`src/hw/rtl/sdspi_pkg.sv`:
```
// sdspi_pkg: shared types and codes of the sd card spi host sequencer
// word layouts of the request and response channels, operation and status codes
// no dependencies
`default_nettype none

package sdspi_pkg;

	localparam int BLOCK_BYTES_DEF = 512;

	typedef enum logic [3:0] {
		OP_INIT   = 4'd0,
		OP_STATUS = 4'd1,
		OP_READ   = 4'd2,
		OP_WRITE  = 4'd3,
		OP_SYNC   = 4'd4,
		OP_SCOUNT = 4'd5,
		OP_SSIZE  = 4'd6,
		OP_BSIZE  = 4'd7,
		OP_SPI    = 4'd8
	} op_t;

	typedef enum logic [1:0] {
		ST_OK     = 2'd0,
		ST_ERR    = 2'd1,
		ST_NOTRDY = 2'd2,
		ST_PARAM  = 2'd3
	} status_t;

	// command index bytes, start bit included
	localparam logic [7:0] C_GO_IDLE  = 8'h40;
	localparam logic [7:0] C_IF_COND  = 8'h48;
	localparam logic [7:0] C_APP      = 8'h77;
	localparam logic [7:0] C_OP_COND  = 8'h69;
	localparam logic [7:0] C_READ_OCR = 8'h7A;
	localparam logic [7:0] C_READ_ONE = 8'h51;
	localparam logic [7:0] C_WRITE_ONE = 8'h58;

	localparam logic [7:0] CRC_GO_IDLE = 8'h95;
	localparam logic [7:0] CRC_IF_COND = 8'h87;
	localparam logic [7:0] CRC_OTHER   = 8'h01;

	localparam logic [31:0] ARG_IF_COND = 32'h0000_01AA;
	localparam logic [31:0] ARG_HCS     = 32'h4000_0000;
	localparam logic [7:0]  DATA_TOKEN  = 8'hFE;
	localparam logic [7:0]  IDLE_BYTE   = 8'hFF;
	localparam logic [4:0]  DRESP_OK    = 5'h05;
	localparam logic [16:0] SECTOR_COUNT = 17'd65536;

	localparam logic [2:0] KIND_NONE = 3'd0;
	localparam logic [2:0] KIND_V1   = 3'd1;
	localparam logic [2:0] KIND_V2   = 3'd2;
	localparam logic [2:0] KIND_HC   = 3'd6;

	// register indexes on the config port
	localparam logic [1:0] REG_READY_TO = 2'd0;
	localparam logic [1:0] REG_RESP_POLLS = 2'd1;
	localparam logic [1:0] REG_INIT_RETRIES = 2'd2;
	localparam logic [1:0] REG_TOKEN_TO = 2'd3;

	typedef struct packed {
		logic [3:0]  command;
		logic        drive_number;
		logic [31:0] sector;
		logic [7:0]  block_count;
		logic [7:0]  miso_byte;
		logic [7:0]  write_byte;
	} req_t;

	typedef struct packed {
		logic [7:0]  mosi_byte;
		logic        exchange_request;
		logic        chip_select_active;
		logic [7:0]  read_byte;
		logic        read_valid;
		logic        write_byte_taken;
		logic        done_res;
		logic [1:0]  status;
		logic        not_initialized;
		logic [16:0] info_value;
	} rsp_t;

endpackage

`default_nettype wire

```
`src/hw/rtl/sd_card_spi_host_sequencer.sv`:
```
// sd card spi host sequencer: one request or exchanged byte word in, one response word out
// path: the request word passes the input register, then the result register, where its
// response word is valid until it is taken
// throughput: one word per cycle; the next-step logic between the two registers is one pass,
// the input stalls only while a response word waits in the result register
// reset: arst_n clears both pipeline valids, phase to idle, card marked uninitialized,
// config registers to their defaults (65535, 10, 25000, 50000)
`default_nettype none

module sd_card_spi_host_sequencer #(
	parameter int BLOCK_BYTES = sdspi_pkg::BLOCK_BYTES_DEF
) (
	input  wire logic             clk,
	input  wire logic             arst_n,
	// request channel
	input  wire logic             req_valid,
	output logic                  req_ready,
	input  wire sdspi_pkg::req_t  req,
	// response channel
	output logic                  rsp_valid,
	input  wire logic             rsp_ready,
	output sdspi_pkg::rsp_t       rsp,
	// config port
	input  wire logic             psel,
	input  wire logic             penable,
	input  wire logic             pwrite,
	input  wire logic [3:0]       paddr,
	input  wire logic [31:0]      pwdata,
	output logic [31:0]           prdata,
	output logic                  pready
);
	import sdspi_pkg::*;

	localparam int BC_W = $clog2(BLOCK_BYTES);

	// one-hot sequencer phase
	typedef enum logic [16:0] {
		P_IDLE   = 17'h00001,
		P_WAKE   = 17'h00002,
		P_RDY    = 17'h00004,
		P_FRAME  = 17'h00008,
		P_R1     = 17'h00010,
		P_OCR    = 17'h00020,
		P_TOKEN  = 17'h00040,
		P_RDATA  = 17'h00080,
		P_RCRC   = 17'h00100,
		P_WGAP   = 17'h00200,
		P_WTOKEN = 17'h00400,
		P_WDATA  = 17'h00800,
		P_WCRC   = 17'h01000,
		P_WRESP  = 17'h02000,
		P_WBUSY  = 17'h04000,
		P_SYNC   = 17'h08000,
		P_TAIL   = 17'h10000
	} phase_t;

	// config registers
	logic [15:0] ready_to_q, retries_q, token_to_q;
	logic [7:0]  resp_polls_q;

	// sequencer state
	phase_t      phase_q;
	logic        uninit_q;
	logic [2:0]  cur_op_q;
	logic [BC_W-1:0] byte_q;
	logic [15:0] poll_q;
	logic [15:0] retry_q;
	logic [47:0] frame_q;
	logic [31:0] ocr_q;
	logic [2:0]  kind_q;
	logic        v2_q;
	logic [1:0]  fin_st_q;

	// pipeline
	logic        valid_s1;
	req_t        req_s1;
	logic        adv;

	// ---------------- config port ----------------
	assign pready = 1'b1;

	always_ff @(posedge clk or negedge arst_n) begin
		if (!arst_n) begin
			ready_to_q   <= 16'd65535;
			resp_polls_q <= 8'd10;
			retries_q    <= 16'd25000;
			token_to_q   <= 16'd50000;
		end else if (psel && penable && pwrite) begin
			case (paddr[3:2])
				REG_READY_TO:     ready_to_q   <= pwdata[15:0];
				REG_RESP_POLLS:   resp_polls_q <= pwdata[7:0];
				REG_INIT_RETRIES: retries_q    <= pwdata[15:0];
				REG_TOKEN_TO:     token_to_q   <= pwdata[15:0];
				default: ;
			endcase
		end
	end

	always_comb begin
		case (paddr[3:2])
			REG_READY_TO:     prdata = {16'd0, ready_to_q};
			REG_RESP_POLLS:   prdata = {24'd0, resp_polls_q};
			REG_INIT_RETRIES: prdata = {16'd0, retries_q};
			REG_TOKEN_TO:     prdata = {16'd0, token_to_q};
			default:          prdata = 32'd0;
		endcase
	end

	// ---------------- handshake ----------------
	// s1 moves on whenever the result register is empty or being drained
	assign adv       = valid_s1 && (!rsp_valid || rsp_ready);
	assign req_ready = !valid_s1 || adv;

	always_ff @(posedge clk or negedge arst_n) begin
		if (!arst_n) begin
			valid_s1 <= 1'b0;
		end else if (req_ready) begin
			valid_s1 <= req_valid;
		end
	end

	always_ff @(posedge clk) begin
		if (req_ready && req_valid) begin
			req_s1 <= req;
		end
	end

	// ---------------- next-step logic ----------------
	phase_t      n_phase;
	logic        n_uninit;
	logic [2:0]  n_op;
	logic [BC_W-1:0] n_byte;
	logic [15:0] n_poll, n_retry;
	logic [47:0] n_frame;
	logic [31:0] n_ocr;
	logic [2:0]  n_kind;
	logic        n_v2;
	logic [1:0]  n_fin;
	rsp_t        r;

	always_comb begin
		logic        do_resp, do_acmd, do_end, do_send, do_fin, do_issue, do_rep;
		logic [7:0]  resp_r, send_c, crc, iss_mosi, miso;
		logic [31:0] send_arg;
		logic [2:0]  end_ty, rep_op;
		logic [1:0]  fin_st, rep_st;
		logic        iss_cs, rep_ni;
		phase_t      iss_ph;
		logic [2:0]  fidx;
		logic [BC_W-1:0] last_byte;

		n_phase  = phase_q;
		n_uninit = uninit_q;
		n_op     = cur_op_q;
		n_byte   = byte_q;
		n_poll   = poll_q;
		n_retry  = retry_q;
		n_frame  = frame_q;
		n_ocr    = ocr_q;
		n_kind   = kind_q;
		n_v2     = v2_q;
		n_fin    = fin_st_q;

		do_resp = 1'b0; do_acmd = 1'b0; do_end = 1'b0; do_send = 1'b0;
		do_fin = 1'b0; do_issue = 1'b0; do_rep = 1'b0;
		resp_r = 8'd0; send_c = 8'd0; send_arg = 32'd0; crc = CRC_OTHER;
		end_ty = KIND_NONE; fin_st = ST_OK; rep_op = 3'd0; rep_st = ST_OK; rep_ni = 1'b0;
		iss_mosi = IDLE_BYTE; iss_cs = 1'b0; iss_ph = P_IDLE;
		fidx = 3'd0;
		miso = req_s1.miso_byte;
		last_byte = BC_W'(BLOCK_BYTES - 1);

		r = '0;
		r.not_initialized = uninit_q;

		case (phase_q)
			P_IDLE: begin
				if (req_s1.command == OP_SPI) begin
					// stray spi byte while idle: empty result
				end else if (req_s1.command > OP_SPI) begin
					do_rep = 1'b1; rep_op = 3'd0; rep_st = ST_PARAM; rep_ni = uninit_q;
				end else begin
					n_op = req_s1.command[2:0];
					if (req_s1.command == OP_INIT || req_s1.command == OP_STATUS) begin
						if (req_s1.drive_number) begin
							do_rep = 1'b1; rep_op = req_s1.command[2:0];
							rep_st = ST_PARAM; rep_ni = 1'b1;
						end else if (req_s1.command == OP_STATUS) begin
							do_rep = 1'b1; rep_op = req_s1.command[2:0];
							rep_st = ST_OK; rep_ni = uninit_q;
						end else begin
							n_byte = '0;
							do_issue = 1'b1; iss_cs = 1'b0; iss_ph = P_WAKE;
						end
					end else if (req_s1.drive_number ||
						((req_s1.command == OP_READ || req_s1.command == OP_WRITE) &&
						 req_s1.block_count == 8'd0)) begin
						do_rep = 1'b1; rep_op = req_s1.command[2:0];
						rep_st = ST_PARAM; rep_ni = uninit_q;
					end else if (uninit_q) begin
						do_rep = 1'b1; rep_op = req_s1.command[2:0];
						rep_st = ST_NOTRDY; rep_ni = uninit_q;
					end else if (req_s1.command == OP_READ || req_s1.command == OP_WRITE) begin
						if (req_s1.block_count != 8'd1) begin
							do_fin = 1'b1; fin_st = ST_ERR;
						end else begin
							do_send = 1'b1;
							send_c = (req_s1.command == OP_READ) ? C_READ_ONE : C_WRITE_ONE;
							send_arg = req_s1.sector;
						end
					end else if (req_s1.command == OP_SYNC) begin
						n_poll = 16'd1;
						do_issue = 1'b1; iss_cs = 1'b1; iss_ph = P_SYNC;
					end else begin
						do_fin = 1'b1; fin_st = ST_OK;
					end
				end
			end
			P_WAKE: begin
				n_byte = byte_q + 1'b1;
				if (n_byte < BC_W'(10)) begin
					do_issue = 1'b1; iss_cs = 1'b0; iss_ph = P_WAKE;
				end else begin
					do_send = 1'b1; send_c = C_GO_IDLE; send_arg = 32'd0;
				end
			end
			P_RDY: begin
				if (miso == IDLE_BYTE) begin
					n_byte = '0;
					do_issue = 1'b1; iss_cs = 1'b1; iss_ph = P_FRAME;
					iss_mosi = frame_q[47:40];
				end else if (poll_q >= ready_to_q) begin
					do_resp = 1'b1; resp_r = IDLE_BYTE;
				end else begin
					n_poll = poll_q + 16'd1;
					do_issue = 1'b1; iss_cs = 1'b1; iss_ph = P_RDY;
				end
			end
			P_FRAME: begin
				n_byte = byte_q + 1'b1;
				if (n_byte < BC_W'(6)) begin
					fidx = n_byte[2:0];
					do_issue = 1'b1; iss_cs = 1'b1; iss_ph = P_FRAME;
					case (fidx)
						3'd1:    iss_mosi = frame_q[39:32];
						3'd2:    iss_mosi = frame_q[31:24];
						3'd3:    iss_mosi = frame_q[23:16];
						3'd4:    iss_mosi = frame_q[15:8];
						3'd5:    iss_mosi = frame_q[7:0];
						default: iss_mosi = frame_q[47:40];
					endcase
				end else begin
					n_poll = 16'd1;
					do_issue = 1'b1; iss_cs = 1'b1; iss_ph = P_R1;
				end
			end
			P_R1: begin
				if (!miso[7] || poll_q >= {8'd0, resp_polls_q}) begin
					do_resp = 1'b1; resp_r = miso;
				end else begin
					n_poll = poll_q + 16'd1;
					do_issue = 1'b1; iss_cs = 1'b1; iss_ph = P_R1;
				end
			end
			P_OCR: begin
				n_ocr  = {ocr_q[23:0], miso};
				n_byte = byte_q + 1'b1;
				if (n_byte < BC_W'(4)) begin
					do_issue = 1'b1; iss_cs = 1'b1; iss_ph = P_OCR;
				end else if (frame_q[47:40] == C_IF_COND) begin
					if (n_ocr[15:0] == ARG_IF_COND[15:0]) begin
						n_v2 = 1'b1;
						n_retry = retries_q;
						do_acmd = 1'b1;
					end else begin
						do_end = 1'b1; end_ty = KIND_NONE;
					end
				end else begin
					do_end = 1'b1; end_ty = n_ocr[30] ? KIND_HC : KIND_V2;
				end
			end
			P_TOKEN: begin
				if (miso == DATA_TOKEN) begin
					n_byte = '0;
					do_issue = 1'b1; iss_cs = 1'b1; iss_ph = P_RDATA;
				end else if (poll_q >= token_to_q) begin
					do_fin = 1'b1; fin_st = ST_ERR;
				end else begin
					n_poll = poll_q + 16'd1;
					do_issue = 1'b1; iss_cs = 1'b1; iss_ph = P_TOKEN;
				end
			end
			P_RDATA: begin
				r.read_byte  = miso;
				r.read_valid = 1'b1;
				do_issue = 1'b1; iss_cs = 1'b1;
				if (byte_q != last_byte) begin
					n_byte = byte_q + 1'b1; iss_ph = P_RDATA;
				end else begin
					n_byte = '0; iss_ph = P_RCRC;
				end
			end
			P_RCRC: begin
				if (byte_q == '0) begin
					n_byte = BC_W'(1);
					do_issue = 1'b1; iss_cs = 1'b1; iss_ph = P_RCRC;
				end else begin
					do_fin = 1'b1; fin_st = ST_OK;
				end
			end
			P_WGAP: begin
				do_issue = 1'b1; iss_cs = 1'b1; iss_ph = P_WTOKEN; iss_mosi = DATA_TOKEN;
			end
			P_WTOKEN: begin
				n_byte = '0;
				r.write_byte_taken = 1'b1;
				do_issue = 1'b1; iss_cs = 1'b1; iss_ph = P_WDATA;
				iss_mosi = req_s1.write_byte;
			end
			P_WDATA: begin
				do_issue = 1'b1; iss_cs = 1'b1;
				if (byte_q != last_byte) begin
					n_byte = byte_q + 1'b1;
					r.write_byte_taken = 1'b1;
					iss_ph = P_WDATA; iss_mosi = req_s1.write_byte;
				end else begin
					n_byte = '0; iss_ph = P_WCRC;
				end
			end
			P_WCRC: begin
				do_issue = 1'b1; iss_cs = 1'b1;
				if (byte_q == '0) begin
					n_byte = BC_W'(1); iss_ph = P_WCRC;
				end else begin
					iss_ph = P_WRESP;
				end
			end
			P_WRESP: begin
				if (miso[4:0] == DRESP_OK) begin
					do_issue = 1'b1; iss_cs = 1'b1; iss_ph = P_WBUSY;
				end else begin
					do_fin = 1'b1; fin_st = ST_ERR;
				end
			end
			P_WBUSY: begin
				if (miso == 8'd0) begin
					do_issue = 1'b1; iss_cs = 1'b1; iss_ph = P_WBUSY;
				end else begin
					do_fin = 1'b1; fin_st = ST_OK;
				end
			end
			P_SYNC: begin
				if (miso == IDLE_BYTE) begin
					do_fin = 1'b1; fin_st = ST_OK;
				end else if (poll_q >= ready_to_q) begin
					do_fin = 1'b1; fin_st = ST_ERR;
				end else begin
					n_poll = poll_q + 16'd1;
					do_issue = 1'b1; iss_cs = 1'b1; iss_ph = P_SYNC;
				end
			end
			P_TAIL: begin
				n_phase = P_IDLE;
				do_rep = 1'b1; rep_op = cur_op_q; rep_st = fin_st_q; rep_ni = uninit_q;
			end
			default: begin
				n_phase = P_IDLE;
			end
		endcase

		// r1 response handling, keyed by the command in the frame
		if (do_resp) begin
			case (frame_q[47:40])
				C_GO_IDLE: begin
					if (resp_r == 8'd1) begin
						do_send = 1'b1; send_c = C_IF_COND; send_arg = ARG_IF_COND;
					end else begin
						do_end = 1'b1; end_ty = KIND_NONE;
					end
				end
				C_IF_COND: begin
					if (resp_r == 8'd1) begin
						n_byte = '0; n_ocr = 32'd0;
						do_issue = 1'b1; iss_cs = 1'b1; iss_ph = P_OCR;
					end else begin
						n_v2 = 1'b0;
						do_send = 1'b1; send_c = C_APP;
					end
				end
				C_APP: begin
					if (resp_r <= 8'd1) begin
						do_send = 1'b1; send_c = C_OP_COND;
						send_arg = v2_q ? ARG_HCS : 32'd0;
					end else if (v2_q) begin
						do_acmd = 1'b1;
					end else begin
						do_end = 1'b1; end_ty = KIND_V1;
					end
				end
				C_OP_COND: begin
					if (v2_q) begin
						if (resp_r == 8'd0) begin
							do_send = 1'b1; send_c = C_READ_OCR;
						end else begin
							do_acmd = 1'b1;
						end
					end else begin
						do_end = 1'b1; end_ty = (resp_r <= 8'd1) ? KIND_V2 : KIND_V1;
					end
				end
				C_READ_OCR: begin
					if (resp_r == 8'd0) begin
						n_byte = '0; n_ocr = 32'd0;
						do_issue = 1'b1; iss_cs = 1'b1; iss_ph = P_OCR;
					end else begin
						do_end = 1'b1; end_ty = KIND_NONE;
					end
				end
				C_READ_ONE: begin
					if (resp_r == 8'd0) begin
						n_poll = 16'd1;
						do_issue = 1'b1; iss_cs = 1'b1; iss_ph = P_TOKEN;
					end else begin
						do_fin = 1'b1; fin_st = ST_ERR;
					end
				end
				C_WRITE_ONE: begin
					if (resp_r == 8'd0) begin
						do_issue = 1'b1; iss_cs = 1'b1; iss_ph = P_WGAP;
					end else begin
						do_fin = 1'b1; fin_st = ST_ERR;
					end
				end
				default: begin
					do_fin = 1'b1; fin_st = ST_ERR;
				end
			endcase
		end

		// one acmd41 attempt: cmd55 first, or give up when attempts are spent
		if (do_acmd) begin
			if (n_retry == 16'd0) begin
				do_end = 1'b1; end_ty = KIND_NONE;
			end else begin
				n_retry = n_retry - 16'd1;
				do_send = 1'b1; send_c = C_APP; send_arg = 32'd0;
			end
		end

		if (do_end) begin
			n_kind   = end_ty;
			n_uninit = (end_ty == KIND_NONE);
			do_fin   = 1'b1; fin_st = ST_OK;
		end

		// build a frame and start polling for not-busy
		if (do_send) begin
			if (send_c == C_GO_IDLE) crc = CRC_GO_IDLE;
			else if (send_c == C_IF_COND) crc = CRC_IF_COND;
			n_frame = {send_c, send_arg, crc};
			n_poll  = 16'd1;
			do_issue = 1'b1; iss_cs = 1'b1; iss_ph = P_RDY; iss_mosi = IDLE_BYTE;
		end

		// closing 0xff with chip select released
		if (do_fin) begin
			n_fin = fin_st;
			do_issue = 1'b1; iss_cs = 1'b0; iss_ph = P_TAIL; iss_mosi = IDLE_BYTE;
		end

		if (do_issue) begin
			r.mosi_byte          = iss_mosi;
			r.exchange_request   = 1'b1;
			r.chip_select_active = iss_cs;
			n_phase              = iss_ph;
		end

		if (do_rep) begin
			n_op              = rep_op;
			r.done_res        = 1'b1;
			r.status          = rep_st;
			r.not_initialized = rep_ni;
			if (rep_st == ST_OK) begin
				case (rep_op)
					OP_SCOUNT[2:0]: r.info_value = SECTOR_COUNT;
					OP_SSIZE[2:0]:  r.info_value = 17'(BLOCK_BYTES);
					OP_BSIZE[2:0]:  r.info_value = 17'd1;
					default:        r.info_value = 17'd0;
				endcase
			end
		end
	end

	// ---------------- state and result registers ----------------
	always_ff @(posedge clk or negedge arst_n) begin
		if (!arst_n) begin
			phase_q  <= P_IDLE;
			uninit_q <= 1'b1;
			cur_op_q <= 3'd0;
			byte_q   <= '0;
			poll_q   <= 16'd0;
			retry_q  <= 16'd0;
			frame_q  <= 48'd0;
			ocr_q    <= 32'd0;
			kind_q   <= KIND_NONE;
			v2_q     <= 1'b0;
			fin_st_q <= ST_OK;
		end else if (adv) begin
			phase_q  <= n_phase;
			uninit_q <= n_uninit;
			cur_op_q <= n_op;
			byte_q   <= n_byte;
			poll_q   <= n_poll;
			retry_q  <= n_retry;
			frame_q  <= n_frame;
			ocr_q    <= n_ocr;
			kind_q   <= n_kind;
			v2_q     <= n_v2;
			fin_st_q <= n_fin;
		end
	end

	always_ff @(posedge clk or negedge arst_n) begin
		if (!arst_n) begin
			rsp_valid <= 1'b0;
		end else if (adv) begin
			rsp_valid <= 1'b1;
		end else if (rsp_ready) begin
			rsp_valid <= 1'b0;
		end
	end

	always_ff @(posedge clk) begin
		if (adv) begin
			rsp <= r;
		end
	end

	// ---------------- assertions ----------------
	a_ready_when_empty: assert property (@(posedge clk) disable iff (!arst_n)
		!valid_s1 |-> req_ready)
		else $error("request stalled with empty input register");

	a_no_xchg_quiet: assert property (@(posedge clk) disable iff (!arst_n)
		(rsp_valid && !rsp.exchange_request) |->
		(rsp.mosi_byte == 8'd0 && !rsp.chip_select_active))
		else $error("mosi or chip select set without exchange");

	a_rd_wr_excl: assert property (@(posedge clk) disable iff (!arst_n)
		rsp_valid |-> !(rsp.read_valid && rsp.write_byte_taken))
		else $error("read and write data in one word");

	a_done_no_xchg: assert property (@(posedge clk) disable iff (!arst_n)
		(rsp_valid && rsp.done_res) |-> !rsp.exchange_request)
		else $error("done word also requests an exchange");

	a_idle_after_done: assert property (@(posedge clk) disable iff (!arst_n)
		(adv && r.done_res) |=> (phase_q == P_IDLE))
		else $error("sequencer not idle after done");

endmodule

`default_nettype wire

```
`config.mk`:
```
export PLATFORM = sky130hd
export DESIGN_NAME = sd_card_spi_host_sequencer
export DESIGN_NICKNAME = d
export VERILOG_FILES = /design/src/hw/rtl/sdspi_pkg.sv /design/src/hw/rtl/sd_card_spi_host_sequencer.sv
export SDC_FILE = /design/constraint.sdc
export NUM_CORES = 1
export LEC_CHECK = 0
export ABC_CLOCK_PERIOD_IN_PS = 8500
export BUFFER_PORTS_ARGS = -buffer_cell sky130_fd_sc_hd__buf_2
export CORE_MARGIN = 5
export CORE_UTILIZATION = 45
export CTS_BUF_LIST = sky130_fd_sc_hd__clkbuf_8
export DETAILED_ROUTE_END_ITERATION = 12
export SETUP_SLACK_MARGIN = 0.02
export SYNTH_ARGS = -nofsm -noshare
export SYNTH_HDL_FRONTEND = slang
export SYNTH_SLANG_ARGS = --single-unit
```
`constraint.sdc`:
```
create_clock -name clk -period 8.5 [get_ports clk]
set_input_delay 0.425 -clock clk [delete_from_list [all_inputs] [get_ports clk]]
set_output_delay 0.425 -clock clk [all_outputs]
set_load 0.05 [all_outputs]
```
; ---- Yosys cells after proc, flatten, opt, wreduce, memory -nomap -nowiden
; Cells that the tools add are included.
; W data, S select, Z words.
[word_totals]
out_inout_bits = 76
word_cells = 449
regBits = 305
input_bits = 104
[classes]
mux = 308
n_bitwise = 1
n_reduce_logical = 45
n_addsub = 3
order_cmp = 8
n_eq_ne = 52
[ops]
columns = operator, count
row1 = $mux W32, 17
row2 = $mux W16, 29
row3 = $pmux W17 S16, 1
row4 = $mux W17, 13
row5 = $mux W8, 19
row6 = $pmux W32 S2, 2
row7 = $pmux W32 S4, 1
row8 = $mux W9, 14
row9 = $mux W1, 119
row10 = $pmux W16 S5, 1
row11 = $pmux W8 S5, 2
row12 = $eq A8 B7 Y1 const B, 9
row13 = $mux W3, 24
row14 = $pmux W17 S4, 1
row15 = $mux W7, 9
row16 = $pmux W9 S7, 1
row17 = $pmux W17 S3, 1
row18 = $mux W2, 20
row19 = $ge A16 B16 Y1, 2
row20 = $pmux W8 S4, 1
row21 = $mux W31, 1
row22 = $mux W15, 2
row23 = $logic_not A8 Y1, 3
row24 = $mux W21, 1
row25 = 75 further kinds, 124

; ---- Depth between registers and ports, before layout
; Gate-level depths: netlist (run 1).
[logic_depth]
depth_word = 19
ltp_mapped = 23
mapped_depth_nobuf = 19

; ---- Worst setup path before layout (run 1)
; OpenSTA, ideal clock, no wires.
[synth_path]
kind = flip-flop to flip-flop
startpoint = register byte_q[0]
endpoint = register poll_q[0]
required_time_ps = 8374
period_less_slack_ps = 5326
setup_time_ps = 126
stages_incl_launch_ff = 23
arrival_time_ps = 5200
n_path_buf = 4
slack_ps = 3174
cell_sequence = dfrtp_1 > ha_1 > clkbuf_1 > and3_1 > nand3_1 > nor2_1 > ha_1 > nor2_1 > nand3_1 > o211ai_1 > clkbuf_1 > clkbuf_1 > mux2i_1 > ha_1 > nor2b_1 > nand4_1 > nor2b_1 > clkbuf_1 > nor3_1 > a221oi_1 > o311a_1 > nand2_1 > o32a_1
[synth_via]
elab_chain_cells = 11
word_cells_on_any_way = 32
cone_classes = add/sub: 1 / order compare: 3 / mux: 27 / reduce/logical: 1
[synth_lines]
columns = element, line_no
row1 = start: declaration, sd_card_spi_host_sequencer.sv:65  ; logic [BC_W-1:0] byte_q;
row2 = start signal: assignment, sd_card_spi_host_sequencer.sv:512  ; byte_q <= n_byte;
row3 = $add A9 B1 Y9 (*), "sd_card_spi_host_sequencer.sv:220, sd_card_spi_host_sequencer.sv:240, sd_card_spi_host_sequencer.sv:267"
row4 = $lt A9 B4 Y1, sd_card_spi_host_sequencer.sv:221  ; if (n_byte < BC_W'(10)) begin
row5 = $mux W1, sd_card_spi_host_sequencer.sv:221
row6 = $pmux W1 S2, sd_card_spi_host_sequencer.sv:176  ; case (phase_q)
row7 = $mux W1, sd_card_spi_host_sequencer.sv:402  ; if (resp_r == 8'd0) begin
row8 = $mux W1, sd_card_spi_host_sequencer.sv:401  ; if (v2_q) begin
row9 = $pmux W1 S4, sd_card_spi_host_sequencer.sv:373  ; case (frame_q[47:40])
row10 = $mux W1, sd_card_spi_host_sequencer.sv:372  ; if (do_resp) begin
row11 = $mux W1, sd_card_spi_host_sequencer.sv:442  ; if (n_retry == 16'd0) begin
row12 = $mux W1, sd_card_spi_host_sequencer.sv:441  ; if (do_acmd) begin
row13 = $mux W16 (*), sd_card_spi_host_sequencer.sv:457  ; if (do_send) begin
row14 = end signal: assignment, sd_card_spi_host_sequencer.sv:513  ; poll_q <= n_poll;
row15 = end: declaration, sd_card_spi_host_sequencer.sv:66  ; logic [15:0] poll_q;
; Every way passes the cells marked *; elsewhere a longest branch is shown, timed or not.
; A chain may end at the register's enable or synchronous reset.

; ---- Final worst setup path (run 1)
[layout_path]
startpoint = register byte_q[0]
endpoint = register frame_q[34]
[layout_via]
elab_chain_cells = 11
word_cells_on_any_way = 28
cone_classes = add/sub: 1 / order compare: 2 / mux: 23 / reduce/logical: 2
[layout_lines]
columns = element, line_no
row1 = $add A9 B1 Y9 (*), "sd_card_spi_host_sequencer.sv:220, sd_card_spi_host_sequencer.sv:267"
row2 = $lt A9 B4 Y1, sd_card_spi_host_sequencer.sv:221
row3 = $mux W1, sd_card_spi_host_sequencer.sv:221
row4 = $pmux W1 S2, sd_card_spi_host_sequencer.sv:176
row5 = $mux W1, sd_card_spi_host_sequencer.sv:402
row6 = $mux W1, sd_card_spi_host_sequencer.sv:401
row7 = $pmux W1 S4, sd_card_spi_host_sequencer.sv:373
row8 = $mux W1, sd_card_spi_host_sequencer.sv:372
row9 = $mux W1, sd_card_spi_host_sequencer.sv:442
row10 = $mux W1, sd_card_spi_host_sequencer.sv:441
row11 = $reduce_and A2 Y1 (no line), -
row12 = end signal: assignment, sd_card_spi_host_sequencer.sv:515  ; frame_q <= n_frame;
row13 = end: declaration, sd_card_spi_host_sequencer.sv:68  ; logic [47:0] frame_q;
; Marked as above.

==> impl_metrics.py, run 1 <==
metrics = {
    "run_status": {
        "status": "finished clean",
    },
    "clock_network": {
        "clockRootBuffer": "clkbuf_8",
        "insertion_delay_ns": 0.61,
        "cts_hold_buf": 63,
        "cts_setup_buffers": 0,
        "cts_buffers": 47,
        "cts.path.max_buffers": 3,
        "h-tree-depth": 2,
        "cts_tree": "done",
        "clkSinkCount": 261,
        "cts.clk_slew.worst_paths_ns": 0.06,
        "cts_resized": 0,
    },
    "global_routing": {
        "grt_use_total_pct": 23.6,
        "grt_pass1_wl_um": 69200,
        "grt_overflow": 0,
        "grt_max_degree": 86,
        "antenna_found_initial": 0,
        "first_global_vias": 12600,
    },
    "floorplan": {
        "initial_core_util_pct": 45.3,
        "core-area_um2": 33300,
        "rows": 67,
        "dieHeight_um": 193,
        "dieArea_um2": 37300,
        "die_w_um": 193,
        "ios": 180,
    },
    "timing": {
        "clock.fmax_mhz": 163,
        "finalMaxSlewViolations": 0,
        "maxSlewHeadroom_pct": 26.8,
        "finalSetupViolations": 0,
        "tns_ns": 0,
        "worst_pin_slew_ns": 1.09,
        "period_share_pct": 72.0,
        "hold_viol": 0,
        "fin_hold_ws_ns": 0.0687,
        "rsz0062_at_grt": "no",
        "clock_skew_ns": 0.0406,
        "finalCriticalPeriod_ns": 6.12,
    },
    "layout": {
        "fin_nets": 1889,
        "final_common_cell": "nand2_1",
        "diodes": 0,
        "drive_gt1_share_pct": 19.0,
        "final_cell_area_um2": 17700,
        "area_delta_synth_final_pct": 17.2,
        "final_util_pct": 53.1,
        "final_cell_mix": "nand2_1, o21ai_0, dfrtp_1",
    },
    "synth": {
        "synthTopCellsByArea": "dfrtp_1, edfxtp_1, dfstp_2",
        "ys_seq_area_share_pct": 46.5,
        "synth_seq_cells": 261,
        "synthFlopType": "dfrtp_1",
        "syn_avg_cell_area_um2": 9.71,
        "synthArstFlopShare_pct": 66.3,
        "synth_edf_count": 88,
        "netlist.area_leader.share_pct": 23.4,
        "syn_inst": 1553,
        "syn_area_um2": 15100,
        "yosysTopAreaCell": "dfrtp_1",
        "ys_warn_count": 0,
        "synth.distinct_cells": 85,
    },
    "drt": {
        "drcViolationCount": 0,
        "routed_wl_um": 44800,
        "route.met3.wl_um": 2480,
        "drtIter0Drc": 866,
        "drtPass1Iterations": 9,
        "drt-met1-wl_um": 19500,
        "wire_per_inst_um": 20.1,
        "wl_met2_um": 21200,
        "via_count": 12800,
        "ant_nets": 0,
        "top_layer": "met4",
        "drt-vias-per-instance": 5.78,
    },
    "critical_path": {
        "path_class": "reg2reg",
        "reg2regPathDepth": 20,
        "cp_max_fo": 43,
        "cp.required_ns": 9.01,
        "endpoint_kind": "flop",
        "setup.worst_path.start_class": "flop",
        "arrival_ns": 6.62,
    },
    "worst_hold_path": {
        "worstHoldPathCells": 3,
        "hold_class": "in2reg",
    },
    "power_and_ir_drop": {
        "power.density_nw_per_um2": 199,
        "ir_drop_mv": 0.161,
        "power_w": 0.00352,
        "power_leakage_nw": 7.82,
    },
    "place": {
        "placed_cell_area_um2": 16000,
        "io_buffers": 130,
        "dp_hpwl_um": 31700,
        "gp_congestion": 0.942,
    },
    "run": {
        "maxCapViolations": 0,
    },
}
## cell type report
cell class                 instances  area, um2
fill                            3079      15600
clock buffer                      60        826
timing repair buffer             211       1420
clock inverter                    28        210
tap                              448        561
multi-input combinational       1160       7430
sequential                       261       7010
inverter                          55        206
## registers in the layout (all words and copies together), names as in the netlist
register / flops
fin_st_q: 1
retry_q: 16
resp_polls_q: 8
retries_q: 16
ocr_q: 8
rsp: 27
token_to_q: 16
cur_op_q: 3
byte_q: 9
ready_to_q: 16
uninit_q: 1
rsp_valid: 1
v2_q: 1
valid_s1: 1
poll_q: 16
frame_q: 43
req_s1: 61
phase_q: 17
## per-stage QoR
step                instances  setup WS [ns]
detailed placement       2072           2.41
global placement         2072           2.59
CTS                      2223           2.35
global route             2223           1.95
floorplan                1582           3.17
finish                   2223           2.38
## cells by family after synthesis
logic type      Yosys count  synth area share (%)
buf+inv                 161                  5.04
other cells               2                0.0498
xor+xnor                  6                 0.348
flops                   261                  46.5
fa+ha+maj                49                  4.07
compound gates          435                  18.3
simple gates            550                  18.7
mux                      89                  6.96
## per-layer routing
metal,up-vias,track usage [%]
li1,6102,-
met3,83,3.80
met4,0,8.91
met2,419,38.9
met5,-,0
met1,6239,31.5
## power by group
part / total (W) / switching [W] / internal, W
Clock: 0.00128 / 0.000571 / 0.000707
Sequential: 0.00155 / 0.000104 / 0.00145
Combinational: 0.000690 / 0.000465 / 0.000224
Total: 0.00352 / 0.00114 / 0.00238
## worst max-delay path, stage by stage (launching register included)
cell and delay, ns:
dfrtp_1 0.47, ha_1 0.39, and3_1 0.24, nand3_1 0.14, nor2_1 0.16, ha_1 0.28
nor2_1 0.12, nand3_1 0.22, o211ai_1 0.36, buf_4 0.52, mux2i_1 0.40, ha_1 0.26
nor2b_1 0.14, nand4_1 0.16, nor2b_1 0.50, nor3_1 0.15, a221oi_1 0.61, o311a_1 0.30
buf_4 0.32, o21ai_0 0.13, o21ai_0 0.13
## final timing paths
kind,from,end,slack [ns]
setup / recovery,byte_q[0],frame_q[34],2.38
hold / removal,pwdata[8],ready_to_q[8],0.07
setup reg to reg,byte_q[0],frame_q[34],2.38
hold reg to reg,frame_q[0],frame_q[0],0.47
max in group asynchronous,arst_n,frame_q[29],6.81
min in group asynchronous,arst_n,retries_q[4],0.43
## synth_stat cells (8+ instances only)
library cell and number:
a222oi_1 9, nand3_1 39, nor3_1 44, nor2_1 89, o21ai_1 16, and2_1 21
or3_1 14, buf_4 31, o21ai_0 160, a22o_1 26, clkbuf_1 61, or2_2 8
dfrtp_1 141, and3_1 21, or4_1 15, dfstp_2 32, nor4_1 25, nand2b_1 24
and4b_1 8, o21a_1 18, mux4_2 8, a21oi_1 80, o31ai_1 12, nor2b_1 12
nand2_1 177, edfxtp_1 88, mux2i_1 34, inv_1 55, ha_1 49, nand4_1 18
a21o_1 16, a31oi_1 10, mux2_2 47, a211oi_1 10
Power figures use the tool's default switching activity.
==> run 2: changes to the inputs <==
--- a/config.mk
+++ b/config.mk
@@ -5,12 +5,14 @@
 export SDC_FILE = /design/constraint.sdc
 export NUM_CORES = 1
 export LEC_CHECK = 0
-export ABC_CLOCK_PERIOD_IN_PS = 8500
+export ABC_AREA = 1
+export ABC_CLOCK_PERIOD_IN_PS = 5400
 export BUFFER_PORTS_ARGS = -buffer_cell sky130_fd_sc_hd__buf_2
 export CORE_MARGIN = 5
 export CORE_UTILIZATION = 45
 export CTS_BUF_LIST = sky130_fd_sc_hd__clkbuf_8
 export DETAILED_ROUTE_END_ITERATION = 12
+export PLACE_DENSITY = 0.66
 export SETUP_SLACK_MARGIN = 0.02
 export SYNTH_ARGS = -nofsm -noshare
 export SYNTH_HDL_FRONTEND = slang
==> constraint.sdc (replaced) <==
create_clock -name clk -period 5.4 [get_ports clk]
set_input_delay 0.27 -clock clk [delete_from_list [all_inputs] [get_ports clk]]
set_output_delay 0.27 -clock clk [all_outputs]
set_load 0.05 [all_outputs]
==> run 2 against run 1 <==
Against the previous run:
- area after synthesis grew 6.7%
- global-route usage shrank 0.47 points
- sequential power rose by 86%
- critical endpoint is now frame_q[29]
- final area increased by 6.2%
- synthesized cell count is 31% higher
- critical path depth increased by 4
- largest power group is now combinational cells
- worst setup slack worse by 1.8 ns
==> impl_metrics.py, run 2 <==
metrics = {
    "critical_path": {
        "cp_max_fo": 45,
        "slowest_delay_ns": 0.57,
        "reg2reg_to": "frame_q[29]",
        "r2r_start": "byte_q[0]",
        "crit_buf_inv": 3,
        "crit_path_top_delay_cell": "inv_2",
        "cp_top_family": "simple AND/OR/NAND/NOR gates",
        "setup.worst_path.start_class": "flop",
        "endpoint_kind": "flop",
        "crit_chain": "ha_1 -> nand2_1 -> nor2_4 -> nand4_1 -> nor2_1 -> ha_1 -> nand3b_1 -> nor2_4 -> nand2_4 -> nand3_4 -> o21ai_0 -> ha_1 -> nand3_1 -> nor2_1 -> nand2_1 -> clkinv_1 -> nand2_4 -> nand2_8 -> nand2_4 -> nand2_4 -> inv_2 -> buf_4 -> nand3_1 -> o21ai_1",
        "reg2regPathDepth": 24,
        "cp-startpoint": "byte_q[0]",
        "reg2reg_slack_ns": 0.62,
        "worstSetupPathDepth": 24,
        "cp.required_ns": 5.97,
        "critical_path.most_common_cell": "nand2_4",
        "arrival_ns": 5.35,
        "path_class": "reg2reg",
    },
    "place": {
        "place_inst": 2577,
        "io_buffers": 130,
        "gp_congestion": 0.948,
        "dp_hpwl_um": 32800,
    },
    "global_routing": {
        "first_global_vias": 14000,
        "grt_pass1_wl_um": 74300,
        "grt_overflow": 0,
        "grt_use_total_pct": 23.1,
        "antenna_found_initial": 0,
        "grt_max_degree": 65,
    },
    "timing": {
        "rsz0062_at_grt": "no",
        "clock_skew_ns": 0.0368,
        "hold_viol": 0,
        "finalMaxSlewViolations": 0,
        "period_share_pct": 88.6,
        "finalSetupViolations": 0,
        "worst_pin_slew_ns": 1.24,
        "fin_hold_ws_ns": 0.0429,
        "finalCriticalPeriod_ns": 4.78,
        "tns_ns": 0,
        "maxSlewHeadroom_pct": 17.0,
        "clock.fmax_mhz": 209,
    },
    "drt": {
        "drcViolationCount": 0,
        "ant_nets": 0,
        "drt-vias-per-instance": 5.34,
        "routed_wl_um": 45900,
        "drtIter0Drc": 1331,
        "wire_per_inst_um": 16.7,
        "drtPass1Iterations": 5,
        "via_count": 14700,
    },
    "floorplan": {
        "die_w_um": 199,
        "core-area_um2": 35400,
        "initial_core_util_pct": 45.4,
        "dieHeight_um": 199,
        "dieArea_um2": 39600,
        "ios": 180,
        "rows": 69,
    },
    "synth": {
        "synth_seq_cells": 261,
        "netlist.area_leader.share_pct": 21.9,
        "ys_seq_area_share_pct": 43.6,
        "synth_common_cells": "nand2_1, inv_1, o21ai_0",
        "synthArstFlopShare_pct": 66.3,
        "synth.distinct_cells": 66,
        "syn_area_um2": 16100,
        "synthTopCellsByArea": "dfrtp_1, edfxtp_1, nand2_1",
        "yosysMostFrequentCell": "nand2_1",
        "syn_avg_cell_area_um2": 7.90,
        "yosysTopAreaCell": "dfrtp_1",
        "syn_inst": 2035,
        "synthFlopType": "dfrtp_1",
        "synth_edf_count": 88,
        "ys_warn_count": 0,
    },
    "clock_network": {
        "cts_setup_buffers": 0,
        "cts_tree": "done",
        "cts.path.max_buffers": 3,
        "clkSinkCount": 261,
        "insertion_delay_ns": 0.64,
        "clockRootBuffer": "clkbuf_8",
        "cts.clk_slew.worst_paths_ns": 0.06,
        "cts_buffers": 47,
        "h-tree-depth": 2,
    },
    "layout": {
        "area_delta_synth_final_pct": 16.7,
        "largest_reg_flops": 61,
        "fin_nets": 2399,
        "final_cell_mix": "nand2_1, inv_1, o21ai_0",
        "final_common_cell": "nand2_1",
        "reg_top3": "req_s1: 61 flops, frame_q: 43 flops, rsp: 27 flops",
        "drive_gt1_share_pct": 14.9,
        "diodes": 0,
        "fin_cells": 2746,
        "largest-register": "req_s1",
    },
    "run_status": {
        "status": "finished clean",
    },
    "power_and_ir_drop": {
        "power_leakage_nw": 9.07,
        "power.density_nw_per_um2": 415,
        "ir_drop_mv": 0.225,
    },
    "worst_hold_path": {
        "hold_class": "in2reg",
        "hold_path_end": "retries_q[3]",
        "worstHoldStart": "pwdata[3]",
        "worstHoldPathCells": 3,
    },
    "run": {
        "maxCapViolations": 0,
    },
}
## run 2: cell count changes in the layout (fill, tap and decap cells not counted), sizes merged, moves of 26 or more
cell   change
nand4     +52
nor2      +88
nand2    +297
mux2i     -30
nand3     +82
mux2      -47
o22ai     +31
inv      +258
a22o      -26
## run 2: through the flow
| stage | setup WS (ns) | power, W | utilization [%] | area, um2 |
|---|---|---|---|---|
| 2_1_floorplan | 1.84 | 0.00503 | - | 16200 |
| 4_1_cts | 0.641 | 0.00780 | 53.0 | 18800 |
| 3_3_place_gp | 0.782 | 0.00570 | 48.0 | 17000 |
| 5_1_grt | 0.177 | 0.00833 | 53.0 | 18800 |
| 3_5_place_dp | 0.625 | 0.00578 | 48.0 | 17000 |
| 6_report | 0.616 | 0.00779 | 53.0 | 18800 |
## run 2: worst min-delay path: stages
cell	delay (ns)
buf_2	0.10
inv_1	0.16
o21ai_0	0.12
## run 2: metal layers
metal	vias to the layer above	wire [um]	global-route usage, %
li1	7192	-	-
met1	6940	20700	33.0
met2	470	21100	36.5
met3	73	3200	4.67
met4	0	920	5.62
met5	-	0	0
## run 2: how the worst max path moves through the flow
stage                     slack, ns          end
after floorplan                1.84   phase_q[1]
after global placement         0.78  frame_q[30]
after detailed placement       0.62  frame_q[29]
after CTS                      0.64  frame_q[29]
after global routing           0.18  frame_q[34]
final                          0.62  frame_q[29]
## run 2: layout make-up
class	instances	area, um2
fill	3305	16600
tap	461	577
sequential	261	7010
multi-input combinational	1397	7450
clock buffer	54	743
clock inverter	34	234
timing repair buffer	224	1570
inverter	315	1180
## run 2: timing repair
action                                 4_1_cts  5_1_grt
resized for setup                            0        0
hold buffers                                81        0
endpoints found under the hold margin      159        0
## run 2: logic make-up after synthesis
family	share of synthesized area, %
simple gates	26.6
buf+inv	10.8
compound gates	13.6
flops	43.6
fa+ha+maj	3.81
xor+xnor	1.40
mux	0.249
other cells	0.0467
## run 2: report_power, final
group / internal, W / total (W) / switching (W)
Sequential: 0.00251 / 0.00288 / 0.000368
Combinational: 0.000925 / 0.00296 / 0.00204
Clock: 0.00103 / 0.00194 / 0.000911
